File: src/spc_pkg.sv
// Package for shape_pixel_coverage: register indexes, shape codes, constants
// and the structs passed between the pipeline modules. No dependencies.
package spc_pkg;

    localparam int CFG_ADDR_W = 3;
    localparam int CFG_DATA_W = 16;
    localparam int POS_W      = 10;
    localparam int SIZE_W     = 9;
    localparam int COLOR_W    = 16;
    localparam int RSQ_W      = 19;
    localparam int OUT_W      = 24;
    localparam int RING_LIMIT = 50;
    localparam int RSQ_BIAS   = 2;

    // Configuration register indexes
    typedef enum logic [CFG_ADDR_W-1:0] {
        REG_SHAPE_KIND    = 3'd0,
        REG_POS_X         = 3'd1,
        REG_POS_Y         = 3'd2,
        REG_SIZE_A        = 3'd3,
        REG_SIZE_B        = 3'd4,
        REG_FILL_COLOR    = 3'd5,
        REG_OUTLINE_COLOR = 3'd6,
        REG_FILLED        = 3'd7
    } cfg_reg_t;

    // Shape kinds; the remaining code behaves as none
    localparam logic [1:0] KIND_NONE   = 2'd0;
    localparam logic [1:0] KIND_RECT   = 2'd1;
    localparam logic [1:0] KIND_CIRCLE = 2'd2;

    // Programmed shape plus the radius-squared term derived from it
    typedef struct packed {
        logic [1:0]         kind;
        logic [POS_W-1:0]   pos_x;
        logic [POS_W-1:0]   pos_y;
        logic [SIZE_W-1:0]  size_a;
        logic [SIZE_W-1:0]  size_b;
        logic [COLOR_W-1:0] fill_color;
        logic [COLOR_W-1:0] outline_color;
        logic               filled;
        logic [RSQ_W-1:0]   rsq;
    } cfg_t;

    // Rectangle tests carried from the geometry stage
    typedef struct packed {
        logic in_rect;
        logic border;
    } rect_flags_t;

endpackage

File: src/spc_resolve.sv
// Resolve stage of shape_pixel_coverage: circle distance test, colour
// selection and the result register. Depends on spc_pkg.
module spc_resolve #(
    parameter int COORD_BITS = 11
) (
    input  logic                                 clk,
    input  logic                                 rst_n,
    input  logic                                 in_valid,
    output logic                                 in_ready,
    input  logic [2*(((COORD_BITS > spc_pkg::POS_W) ? COORD_BITS : spc_pkg::POS_W) + 1)-1:0] dx_sq,
    input  logic [2*(((COORD_BITS > spc_pkg::POS_W) ? COORD_BITS : spc_pkg::POS_W) + 1)-1:0] dy_sq,
    input  spc_pkg::rect_flags_t                 rect,
    input  spc_pkg::cfg_t                        cfg,
    output logic                                 out_valid,
    input  logic                                 out_ready,
    output logic                                 covered,
    output logic [spc_pkg::COLOR_W-1:0]          color
);

    localparam int DW   = ((COORD_BITS > spc_pkg::POS_W) ? COORD_BITS : spc_pkg::POS_W) + 1;
    localparam int SQ_W = 2 * DW;
    localparam int SW   = SQ_W + 2;

    logic [SQ_W:0]                dist_sum;
    logic signed [SW-1:0]         rsq_e;
    logic signed [SW-1:0]         diff;
    logic                         circ_inside;
    logic                         circ_ring;
    logic                         has_outline;
    logic                         cov_next;
    logic [spc_pkg::COLOR_W-1:0]  color_next;

    logic                         valid_reg;
    logic                         covered_reg;
    logic [spc_pkg::COLOR_W-1:0]  color_reg;

    // Squared distance against radius squared; the difference gives both tests
    assign dist_sum    = {1'b0, dx_sq} + {1'b0, dy_sq};
    assign rsq_e       = {{(SW-spc_pkg::RSQ_W){cfg.rsq[spc_pkg::RSQ_W-1]}}, cfg.rsq};
    assign diff        = rsq_e - $signed({1'b0, dist_sum});
    assign circ_inside = !diff[SW-1];
    assign circ_ring   = diff < $signed(SW'(spc_pkg::RING_LIMIT));

    // An outline exists when its colour is set or the interior is empty
    assign has_outline = (cfg.outline_color != '0) || !cfg.filled;

    // Colour selection by shape kind
    always_comb
    begin
        cov_next   = 1'b0;
        color_next = '0;
        case (cfg.kind)
            spc_pkg::KIND_RECT:
            begin
                if (rect.in_rect)
                begin
                    if (has_outline && rect.border)
                    begin
                        cov_next   = 1'b1;
                        color_next = cfg.outline_color;
                    end
                    else if (cfg.filled)
                    begin
                        cov_next   = 1'b1;
                        color_next = cfg.fill_color;
                    end
                end
            end
            spc_pkg::KIND_CIRCLE:
            begin
                if (circ_inside)
                begin
                    if (has_outline && circ_ring)
                    begin
                        cov_next   = 1'b1;
                        color_next = cfg.outline_color;
                    end
                    else if (cfg.filled)
                    begin
                        cov_next   = 1'b1;
                        color_next = cfg.fill_color;
                    end
                end
            end
            default:
            begin
                cov_next   = 1'b0;
                color_next = '0;
            end
        endcase
    end

    assign in_ready = !valid_reg || out_ready;

    always_ff @(posedge clk or negedge rst_n)
    begin
        if (!rst_n)
        begin
            valid_reg <= 1'b0;
        end
        else if (in_ready)
        begin
            valid_reg <= in_valid;
        end
    end

    // Result register holds while the downstream side stalls
    always_ff @(posedge clk)
    begin
        if (in_ready && in_valid)
        begin
            covered_reg <= cov_next;
            color_reg   <= color_next;
        end
    end

    assign out_valid = valid_reg;
    assign covered   = covered_reg;
    assign color     = color_reg;

endmodule

File: config.mk
export PLATFORM = sky130hd
export DESIGN_NAME = spc_resolve
export DESIGN_NICKNAME = d
export VERILOG_FILES = /design/src/spc_pkg.sv /design/src/spc_resolve.sv
export SDC_FILE = /design/constraint.sdc
export NUM_CORES = 1
export LEC_CHECK = 0
export ABC_AREA = 1
export BUFFER_PORTS_ARGS = -buffer_cell sky130_fd_sc_hd__buf_4
export CAP_MARGIN = 30
export CORE_ASPECT_RATIO = 0.9
export CORE_MARGIN = 2
export CORE_UTILIZATION = 41
export CTS_CLUSTER_DIAMETER = 30
export CTS_CLUSTER_SIZE = 16
export DETAILED_ROUTE_END_ITERATION = 7
export PLACE_DENSITY = 0.67
export SYNTH_ARGS = -nofsm -noshare
export SYNTH_HDL_FRONTEND = slang
export SYNTH_SLANG_ARGS = --single-unit
File: constraint.sdc
create_clock -name clk -period 4.7 [get_ports clk]
set_input_delay 0.235 -clock clk [delete_from_list [all_inputs] [get_ports clk]]
set_output_delay 0.235 -clock clk [all_outputs]
set_load 0.1 [all_outputs]
# Word-level counts from Yosys, hierarchy flattened

Index checks and enable logic that the tools add are counted.

Logic and storage cells: 28
Bits of input ports: 146
Output and inout bits: 19
Bits in registers: 18

Equal/unequal tests: 2
Reductions and logical operators: 8
Muxes and demuxes: 12
$add $sub $neg: 2
Order comparisons: 1

Operators by type and width:

| operator                                                                      | count |
|---|---|
| 16-bit 2-to-1 mux                                                             | 5 |
| 16-bit one-hot mux with 2 select lines                                        | 1 |
| 26-bit by 7-bit less-than comparator with 1-bit output, second input constant | 1 |
| 19-bit by 26-bit subtractor with 26-bit output                                | 1 |
| 24-bit by 24-bit adder with 25-bit output                                     | 1 |
| 16-bit nonzero test                                                           | 1 |
| 1-bit 2-to-1 mux                                                              | 5 |
| 1-bit logical AND                                                             | 3 |
| 2-bit by 1-bit == test with 1-bit output, second input constant               | 1 |
| 2-bit == test, second input constant                                          | 1 |
| 1-bit logical NOT                                                             | 2 |
| 1-bit logical OR                                                              | 2 |
| 1-bit one-hot mux with 2 select lines                                         | 1 |

# Depth between registers and ports, before layout

Gate-level depths: netlist of the first run.

Depth after elaboration: 7
Gate-level depth with buffers: 31
Depth with buffers taken out: 30

# Worst setup path before layout of the first run

OpenSTA, ideal clock, no wires.

Kind: input to register
Start point: input port dx_sq[2] (netlist name)
End point: register color_reg (netlist bit color[0]) (data pin)
Setup time: 0.270 ns
Path buffers: 1
Path slack: 0.701 ns
Data arrival time: 3.729 ns
Stages on the path: 27
Required time: 4.430 ns
Path through: ha_1 -> a21oi_1 -> nand2_1 -> a21oi_1 -> o21ai_1 -> a21boi_0 -> o21ai_0 -> a21boi_1 -> o21ai_0 -> xor2_1 -> ha_1 -> nand2_1 -> nor2_1 -> nand2_1 -> nor2_1 -> nand2_1 -> nand4_1 -> nand2_1 -> nor2_1 -> nand2_1 -> nor2_1 -> nand2_1 -> nand2_4 -> buf_2 -> nand3_1 -> nand3_1 -> a21oi_1

Longest elaborated chain between the ends: 7

RTL lines:

| element                                                | line               | text |
|---|---|---|
| start: declaration                                     | spc_resolve.sv:10  | `input logic [2*(((COORD_BITS > spc_pkg::POS_W) ? COORD_BITS : spc_pkg::POS_W) + 1)-1:0] dx_sq,` |
| 24-bit by 24-bit adder with 25-bit output *            | spc_resolve.sv:38  | `assign dist_sum = {1'b0, dx_sq} + {1'b0, dy_sq};` |
| 19-bit by 26-bit subtractor with 26-bit output *       | spc_resolve.sv:40  | `assign diff = rsq_e - $signed({1'b0, dist_sum});` |
| 26-bit by 7-bit less-than comparator with 1-bit output | spc_resolve.sv:42  | `assign circ_ring = diff < $signed(SW'(spc_pkg::RING_LIMIT));` |
| 1-bit logical AND                                      | spc_resolve.sv:73  | `if (has_outline && circ_ring)` |
| 16-bit 2-to-1 mux                                      | spc_resolve.sv:73  |  |
| 16-bit 2-to-1 mux *                                    | spc_resolve.sv:71  | `if (circ_inside)` |
| 16-bit one-hot mux with 2 select lines *               | spc_resolve.sv:52  | `case (cfg.kind)` |
| named net color_next (one bit)                         | spc_resolve.sv:31  | `logic [spc_pkg::COLOR_W-1:0] color_next;` |
| end signal: assignment                                 | spc_resolve.sv:113 | `color_reg <= color_next;` |
| end: declaration                                       | spc_resolve.sv:35  | `logic [spc_pkg::COLOR_W-1:0] color_reg;` |

The timed path passes the listed nets; every way through them passes the cells marked *.
A chain may end at the register's enable or synchronous reset.

# Final worst setup path of the first run

Start point: input port dx_sq[7] (netlist name)
End point: register color_reg (netlist bit color[9]) (data pin)

Same word-level chain as after synthesis.

==> impl_metrics.env, run 1 <==
export IMPL_postCtsSetupBuffers=0
export IMPL_mostFrequentLayoutCells="nand2_1, buf_4, inv_1"
export IMPL_drv_cap=0
export IMPL_required_ns=4.67
export IMPL_place_inst=995
export IMPL_crit_start="dx_sq[7]"
export IMPL_via_count=5088
export IMPL_rows=35
export IMPL_syn_nets=934
export IMPL_finalClockSkew_ns=0.000948
export IMPL_rrSetupSlack_ns=3.56
export IMPL_crit_path_top_delay_cell="ha_1"
export IMPL_wl_mm=12.1
export IMPL_grt_pass1_vias=4855
export IMPL_ff2ff_path_depth=2
export IMPL_largest_reg_flops=16
export IMPL_worst_pin_slew_ns=0.902
export IMPL_final_common_cell="nand2_1"
export IMPL_cts_path_max_buffers=2
export IMPL_endpoint="color[9]"
export IMPL_placedInstanceArea_sq_um=5470
export IMPL_cts_buffers=3
export IMPL_end_kind="register"
export IMPL_dr_pass1_iters=5
export IMPL_n_antenna_cell=0
export IMPL_holdWs_ns=0.189
export IMPL_antenna_found_initial=0
export IMPL_die_area_sq_um=11300
export IMPL_cts_sinks=18
export IMPL_ir_drop_mv=0.203
export IMPL_crit_family="simple AND/OR/NAND/NOR gates"
export IMPL_wire_per_inst_microns=12.1
export IMPL_grt_use_total_pct=21.6
export IMPL_start_kind="input port"
export IMPL_drc_errors=0
export IMPL_rr_endpoint="color[6]"
export IMPL_slew_violations=0
export IMPL_path_max_fanout=9
export IMPL_finalCritPeriodShare_pct=89.8
export IMPL_cts_root_buf="clkbuf_16"
export IMPL_cts_tree="done"
export IMPL_path_clk_slew_ns=0.06
export IMPL_io_buffers=126
export IMPL_grt_pass1_wl_mm=20.9
export IMPL_grt_overflow=0
export IMPL_timing_fmax_ghz=0.237
export IMPL_yosysWarnings=0
export IMPL_worst_slack_ns=0.479
export IMPL_pre_cts_ws_ns=0.129
export IMPL_synth_cells=736
export IMPL_instances_no_fill=1000
export IMPL_die_x_microns=112
export IMPL_ant_nets=0
export IMPL_synth_area_per_cell_sq_um=5.81
export IMPL_min_path_type="input port to register"
export IMPL_grt_max_degree=34
export IMPL_crit_type="input port to register"
export IMPL_hpwl_mm=10.3
export IMPL_initial_utilization_pct=41.9
export IMPL_clk_latency_ns=0.25
export IMPL_yosysUniqueCellTypes=40
export IMPL_reg2reg_from="out_valid"
export IMPL_cp_arrival_ns=4.19
export IMPL_layout_nets=1070
export IMPL_area_growth_pct=30.3
export IMPL_cpMostUsedCell="nand2_1"
export IMPL_status="completed"
export IMPL_finalCriticalPeriod_ns=4.22
export IMPL_crit_buf_inv=2
export IMPL_stdcell_area_sq_um=5570
export IMPL_mappedNetlistArea_sq_um=4280
export IMPL_total_power_mw=1.52
export IMPL_cp_num_cells=29
export IMPL_tns_ns=0
export IMPL_hold_viol_final=0
export IMPL_holdPathStages=3
export IMPL_io_pin_count=165
export IMPL_synth_seq_cells=18
export IMPL_die_height_microns=101
export IMPL_gp_congestion=0.910
export IMPL_setup_violations=0
export IMPL_drive_gt1_share_pct=18.9
export IMPL_p_leak_nw=3.08
export IMPL_cts_htree_levels=1
export IMPL_slowest_delay_ns=0.38
export IMPL_drtIter0Drc=280
export IMPL_via_per_inst=5.09
export IMPL_seq_area_frac_synth_pct=12.5
export IMPL_maxSlewHeadroom_pct=39.7
export IMPL_core_area_sq_um=10200
export IMPL_rsz0062_at_grt="no"
export IMPL_fillCellCount=1050
export IMPL_fin_util_pct=54.6
export IMPL_power_density_nw_per_um2=272
==> worst min-delay path, stage by stage <==
cell     delay, ns
buf_4         0.08
inv_1         0.04
nand2_1       0.06
==> area by class of cell <==
cell class / count / area (sq um) / area share, %
repair buffers: 144 / 1110 / 19.9
well taps: 129 / 161 / 2.90
clock buffers: 4 / 88.8 / 1.59
multi-input cells: 587 / 3240 / 58.1
inverters: 118 / 443 / 7.95
flip-flops and latches: 18 / 536 / 9.61
==> kinds of logic after synthesis <==
| family | synth area share, % |
|---|---|
| AOI/OAI and AO/OA | 15.4 |
| and+or+nand+nor | 38.0 |
| xor gates and xnor gates | 6.52 |
| buffers and inverters | 12.0 |
| adders and majority gates | 15.6 |
| DFF | 12.5 |
==> how the worst min path moves through the flow <==
| stage | startpoint | to | slack (ns) |
|---|---|---|---|
| finish | in_valid | out_valid | 0.19 |
| global route | in_valid | out_valid | 0.23 |
| CTS | in_valid | out_valid | 0.19 |
| detailed placement | rst_n | out_valid | 0.01 |
| global placement | rst_n | out_valid | 0.01 |
| floorplan | rst_n | out_valid | -0.06 |
==> synth_stat cells <==
cell | instances | area [sq um]
buf_2 | 2 | 10.0
clkinv_1 | 2 | 7.51
xor2_2 | 1 | 16.3
nor2_1 | 38 | 143
o21bai_1 | 4 | 30.0
nand4_1 | 12 | 75.1
inv_1 | 116 | 435
and2_1 | 4 | 25.0
o221ai_1 | 1 | 8.76
a211oi_1 | 3 | 22.5
a31oi_1 | 5 | 31.3
nor2_2 | 6 | 37.5
nand2_2 | 5 | 31.3
nand3_1 | 57 | 285
nand3b_1 | 4 | 30.0
nand2_4 | 2 | 22.5
o211ai_1 | 1 | 7.51
dfrtp_1 | 1 | 25.0
edfxtp_1 | 17 | 510
a21o_1 | 2 | 15.0
nor3_1 | 6 | 30.0
fa_1 | 2 | 40.0
a21oi_1 | 74 | 370
buf_6 | 2 | 22.5
xor2_1 | 14 | 123
buf_1 | 1 | 3.75
a21boi_0 | 2 | 15.0
nand2_1 | 244 | 916
or2_2 | 1 | 6.26
a221oi_1 | 1 | 8.76
nor4_1 | 2 | 12.5
buf_4 | 1 | 7.51
ha_1 | 50 | 626
xnor2_1 | 16 | 140
o21ai_1 | 2 | 10.0
clkbuf_1 | 7 | 26.3
a21boi_1 | 1 | 7.51
nand3_2 | 1 | 10.0
o31ai_1 | 1 | 7.51
o21ai_0 | 25 | 125
==> metal layers <==
metal	up-vias	track usage, %	wire [microns]
met3	8	2.04	712
met2	156	37.2	5410
met5	-	0	0
li1	2664	-	-
met4	0	3.99	73
met1	2260	29.9	5930
==> power breakdown <==
group,switching [mW],internal [mW]
registers,0.00315,0.188
logic,0.698,0.432
clock network,0.0641,0.130
==> repair_timing <==
| action | in CTS | in global routing |
|---|---|---|
| hold endpoints to repair | 1 | 0 |
| setup endpoints to repair | 0 | 17 |
| hold buffers | 1 | 0 |
| gates resized for setup | 0 | 3 |
(Power assumes the default switching activity.)
==> inputs of run 2 (changes only) <==
--- a/config.mk
+++ b/config.mk
@@ -9,7 +9,6 @@
 export BUFFER_PORTS_ARGS = -buffer_cell sky130_fd_sc_hd__buf_4
 export CAP_MARGIN = 30
 export CORE_ASPECT_RATIO = 0.9
-export CORE_MARGIN = 2
 export CORE_UTILIZATION = 41
 export CTS_CLUSTER_DIAMETER = 30
 export CTS_CLUSTER_SIZE = 16
==> run 2 against run 1 <==
Compared with the run above: power down 0.99%; fmax about the same; largest power group unchanged; critical endpoint is now color[3]; sequential share of layout area hardly changed; routed wire length fell by 0.52%; critical path depth shrank 1; flip-flop and latch count is the same; largest cell class unchanged.
==> impl_metrics.env, run 2 (synthesis gave the netlist of run 1 again) <==
export IMPL_path_clk_slew_ns=0.06
export IMPL_grt_pass1_vias=4763
export IMPL_top_layer="met4"
export IMPL_wl_met1_mm=5.93
export IMPL_grt_max_degree=34
export IMPL_die_area_sq_um=10800
export IMPL_area_growth_pct=30.3
export IMPL_end_kind="register"
export IMPL_rows=34
export IMPL_via_per_inst=5.09
export IMPL_hpwl_mm=10.0
export IMPL_path_max_fanout=12
export IMPL_cpMostUsedCell="nand2_1"
export IMPL_crit_path_top_delay_cell="ha_1"
export IMPL_cts_root_buf="clkbuf_16"
export IMPL_ant_nets=0
export IMPL_initial_utilization_pct=43.1
export IMPL_timing_fmax_ghz=0.237
export IMPL_cts_path_max_buffers=2
export IMPL_crit_type="input port to register"
export IMPL_cts_buffers=3
export IMPL_gp_congestion=0.884
export IMPL_finalCriticalPeriod_ns=4.22
export IMPL_final_common_cell="nand2_1"
export IMPL_power_density_nw_per_um2=269
export IMPL_finalCritPeriodShare_pct=89.8
export IMPL_min_path_type="input port to register"
export IMPL_setup_violations=0
export IMPL_grt_overflow=0
export IMPL_clk_latency_ns=0.25
export IMPL_finalClockSkew_ns=0.00332
export IMPL_status="completed"
export IMPL_placedInstanceArea_sq_um=5460
export IMPL_start_kind="input port"
export IMPL_fillCellCount=1028
export IMPL_required_ns=4.68
export IMPL_largest_reg_flops=16
export IMPL_cts_tree="done"
export IMPL_via_count=5074
export IMPL_core_area_sq_um=9910
export IMPL_grt_use_total_pct=22.8
export IMPL_drv_cap=0
export IMPL_place_inst=992
export IMPL_antenna_found_initial=0
export IMPL_wl_met2_mm=5.30
export IMPL_slowest_delay_ns=0.34
export IMPL_crit_family="simple AND/OR/NAND/NOR gates"
export IMPL_worst_pin_slew_ns=0.956
export IMPL_drive_gt1_share_pct=18.9
export IMPL_drc_errors=0
export IMPL_crit_buf_inv=2
export IMPL_io_pin_count=165
export IMPL_die_height_microns=98.9
export IMPL_io_buffers=126
export IMPL_postCtsSetupBuffers=0
export IMPL_cts_htree_levels=1
export IMPL_worst_slack_ns=0.478
export IMPL_dr_pass1_iters=5
export IMPL_cts_sinks=18
export IMPL_hold_viol_final=0
export IMPL_grt_pass1_wl_mm=20.4
export IMPL_pre_cts_ws_ns=0.123
export IMPL_instances_no_fill=997
export IMPL_tns_ns=0
export IMPL_fin_util_pct=56.2
export IMPL_die_x_microns=110
export IMPL_wire_per_inst_microns=12.1
export IMPL_n_antenna_cell=0
export IMPL_layout_nets=1070
export IMPL_stdcell_area_sq_um=5570
export IMPL_drtIter0Drc=324
export IMPL_wl_mm=12.1
export IMPL_cp_arrival_ns=4.20
export IMPL_mostFrequentLayoutCells="nand2_1, buf_4, inv_1"
export IMPL_slew_violations=0
export IMPL_dr_wl_met3_microns=714
export IMPL_ir_drop_mv=0.169
export IMPL_holdWs_ns=0.187
export IMPL_maxSlewHeadroom_pct=36.1
export IMPL_p_leak_nw=3.08
export IMPL_rsz0062_at_grt="no"
export IMPL_total_power_mw=1.50
-- run 2: cell count changes in the layout (fill, tap and decap cells not counted) --
cell | previous run | this run
a21oi_2 | 2 | 1
a31oi_2 | 0 | 1
a31oi_1 | 5 | 4
a21oi_1 | 72 | 73
-- run 2: layout make-up --
type,instances,area (sq um),share of cell area [%]
clock buffers,4,88.8,1.59
inverters,118,443,7.95
multi-input cells,587,3240,58.1
flip-flops and latches,18,536,9.61
well taps,126,158,2.83
repair buffers,144,1110,19.9
-- run 2: power breakdown --
group	switching (mW)	internal [mW]
logic	0.688	0.428
clock network	0.0635	0.130
registers	0.00361	0.188
total	0.755	0.746
-- run 2: tightest hold or removal path: stages --
cell and delay [ns]:
buf_4 0.08, inv_1 0.04, nand2_1 0.06
-- run 2: timing repair --
action	in CTS	in global routing
setup endpoints to repair	0	17
resized for setup	0	3
hold buffers	1	0
hold endpoints to repair	1	0
-- run 2: path summary, 6_finish.rpt --
path                           start  slack (ns)  cells after the start   endpoint
min in group asynchronous      rst_n        0.31                      2  out_valid
max reg2reg                out_valid        3.54                      2   color[6]
min                         in_valid        0.19                      3  out_valid
max in group asynchronous      rst_n        4.31                      2  out_valid
min reg2reg                out_valid        0.54                      2  out_valid
max                         dx_sq[2]        0.48                     28   color[3]
-- run 2: layer usage --
| metal | GRT usage [%] | vias to the layer above |
|---|---|---|
| li1 | - | 2664 |
| met1 | 32.1 | 2230 |
| met2 | 37.4 | 167 |
| met3 | 2.38 | 13 |
| met4 | 4.62 | 0 |
| met5 | 0 | - |
==> inputs of run 3 (changes only) <==
==> constraint.sdc (replaced) <==
create_clock -name clk -period 3.9 [get_ports clk]
set_input_delay 0.195 -clock clk [delete_from_list [all_inputs] [get_ports clk]]
set_output_delay 0.195 -clock clk [all_outputs]
set_load 0.1 [all_outputs]
==> run 3 against run 2 <==
Compared with the run above: die area did not move; clock power rose by 21%; flip-flop and latch count did not move.
==> impl_metrics.env, run 3 (synthesis gave the netlist of run 1 again) <==
export IMPL_n_antenna_cell=0
export IMPL_antenna_found_initial=0
export IMPL_drive_gt1_share_pct=37.3
export IMPL_initial_utilization_pct=43.1
export IMPL_drtIter0Drc=279
export IMPL_largest_reg_flops=16
export IMPL_path_clk_slew_ns=0.05
export IMPL_wl_met1_mm=6.55
export IMPL_path_max_fanout=7
export IMPL_drv_cap=0
export IMPL_layout_nets=1143
export IMPL_mostFrequentLayoutCells="nand2_1, buf_4, inv_1"
export IMPL_ff2ff_path_depth=2
export IMPL_die_area_sq_um=10800
export IMPL_end_kind="register"
export IMPL_dr_pass1_iters=5
export IMPL_grt_max_degree=34
export IMPL_timing_fmax_ghz=0.257
export IMPL_cts_buffers=3
export IMPL_grt_pass1_vias=5063
export IMPL_hpwl_mm=10.9
export IMPL_rows=34
export IMPL_via_per_inst=5.12
export IMPL_grt_use_total_pct=24.7
export IMPL_cts_sinks=18
export IMPL_top_layer="met4"
export IMPL_core_area_sq_um=9910
export IMPL_wire_per_inst_microns=13.3
export IMPL_hold_viol_final=0
export IMPL_cts_root_buf="clkbuf_16"
export IMPL_wl_met2_mm=6.81
export IMPL_crit_type="input port to register"
export IMPL_tns_ns=0
export IMPL_rsz0062_at_grt="yes"
export IMPL_total_power_mw=2.25
export IMPL_crit_path_top_delay_cell="ha_1"
export IMPL_grt_pass1_wl_mm=22.0
export IMPL_maxSlewHeadroom_pct=36.4
export IMPL_cp_arrival_ns=3.85
export IMPL_via_count=5475
export IMPL_clk_latency_ns=0.25
export IMPL_holdPathStages=3
export IMPL_final_common_cell="nand2_1"
export IMPL_required_ns=3.87
export IMPL_gp_congestion=0.949
export IMPL_start_kind="input port"
export IMPL_dr_wl_met3_microns=708
export IMPL_io_pin_count=165
export IMPL_finalCriticalPeriod_ns=3.88
export IMPL_power_density_nw_per_um2=334
export IMPL_slowest_delay_ns=0.39
export IMPL_status="completed"
export IMPL_slew_violations=0
export IMPL_die_height_microns=98.9
export IMPL_worst_slack_ns=0.0164
export IMPL_place_inst=1048
export IMPL_p_leak_nw=3.51
export IMPL_ant_nets=0
export IMPL_wl_mm=14.2
export IMPL_area_growth_pct=57.8
export IMPL_pre_cts_ws_ns=-0.520
export IMPL_grt_overflow=0
export IMPL_rrSetupSlack_ns=2.75
export IMPL_instances_no_fill=1070
export IMPL_worst_pin_slew_ns=0.952
export IMPL_setup_violations=0
export IMPL_cts_tree="done"
export IMPL_die_x_microns=110
export IMPL_drc_errors=0
export IMPL_finalCritPeriodShare_pct=99.6
export IMPL_min_path_type="input port to register"
export IMPL_finalClockSkew_ns=0.00683
export IMPL_cts_path_max_buffers=2
export IMPL_cts_htree_levels=1
export IMPL_io_buffers=126
export IMPL_ir_drop_mv=0.196
## run 3: cell count changes in the layout (fill, tap and decap cells not counted), sizes merged
cell    change
buf        +71
clkbuf      +1
nand2       +1
## run 3: metrics by stage
| step | cell area, sq um | util, % | hold slack [ns] |
|---|---|---|---|
| after floorplan | 4280 | - | -0.101 |
| after global placement | 5870 | 59.2 | -0.0295 |
| after detailed placement | 5870 | 59.2 | -0.0281 |
| after CTS | 6050 | 61.0 | 0.165 |
| after global routing | 6750 | 68.1 | 0.170 |
| final | 6750 | 68.1 | 0.164 |
## run 3: power breakdown
part           leakage [nW]  switching [mW]  internal (mW)
Combinational          3.29            1.03          0.754
Clock                0.0442          0.0765          0.156
Sequential            0.181         0.00420          0.227
Total                  3.51            1.12           1.14
## run 3: layout make-up
| cell class | count | area [sq um] |
|---|---|---|
| clock buffer | 4 | 88.8 |
| fill | 882 | 3160 |
| inverter | 118 | 445 |
| multi-input combinational | 588 | 3840 |
| sequential | 18 | 536 |
| tap | 126 | 158 |
| timing repair buffer | 216 | 1690 |
## run 3: layer usage
metal | vias to the layer above | track usage (%)
met5 | - | 0
met4 | 0 | 4.31
met3 | 12 | 1.92
met2 | 181 | 42.2
met1 | 2459 | 34.1
li1 | 2823 | -
## run 3: what timing repair did
action,CTS,global route
buffers inserted,3,12
gates resized for setup,16,133
endpoints found under the setup margin,17,17
endpoints found under the hold margin,1,0
cloned,0,2
pin swaps,3,69
hold buffers,1,0
## run 3: path summary, 6_finish.rpt
path / end / start
max: color[2] / dx_sq[1]
min: out_valid / in_valid
max reg2reg: color[1] / out_valid
min reg2reg: out_valid / out_valid
max in group asynchronous: out_valid / rst_n
min in group asynchronous: out_valid / rst_n
## run 3: critical path, delay by kind of cell
family,cells,cell delay [ns]
buffers and inverters,3,0.41
AND/OR/NAND/NOR,15,1.71
AO/OA/AOI/OAI,5,0.69
XOR/XNOR,1,0.12
adder cells (fa/ha/maj),2,0.69
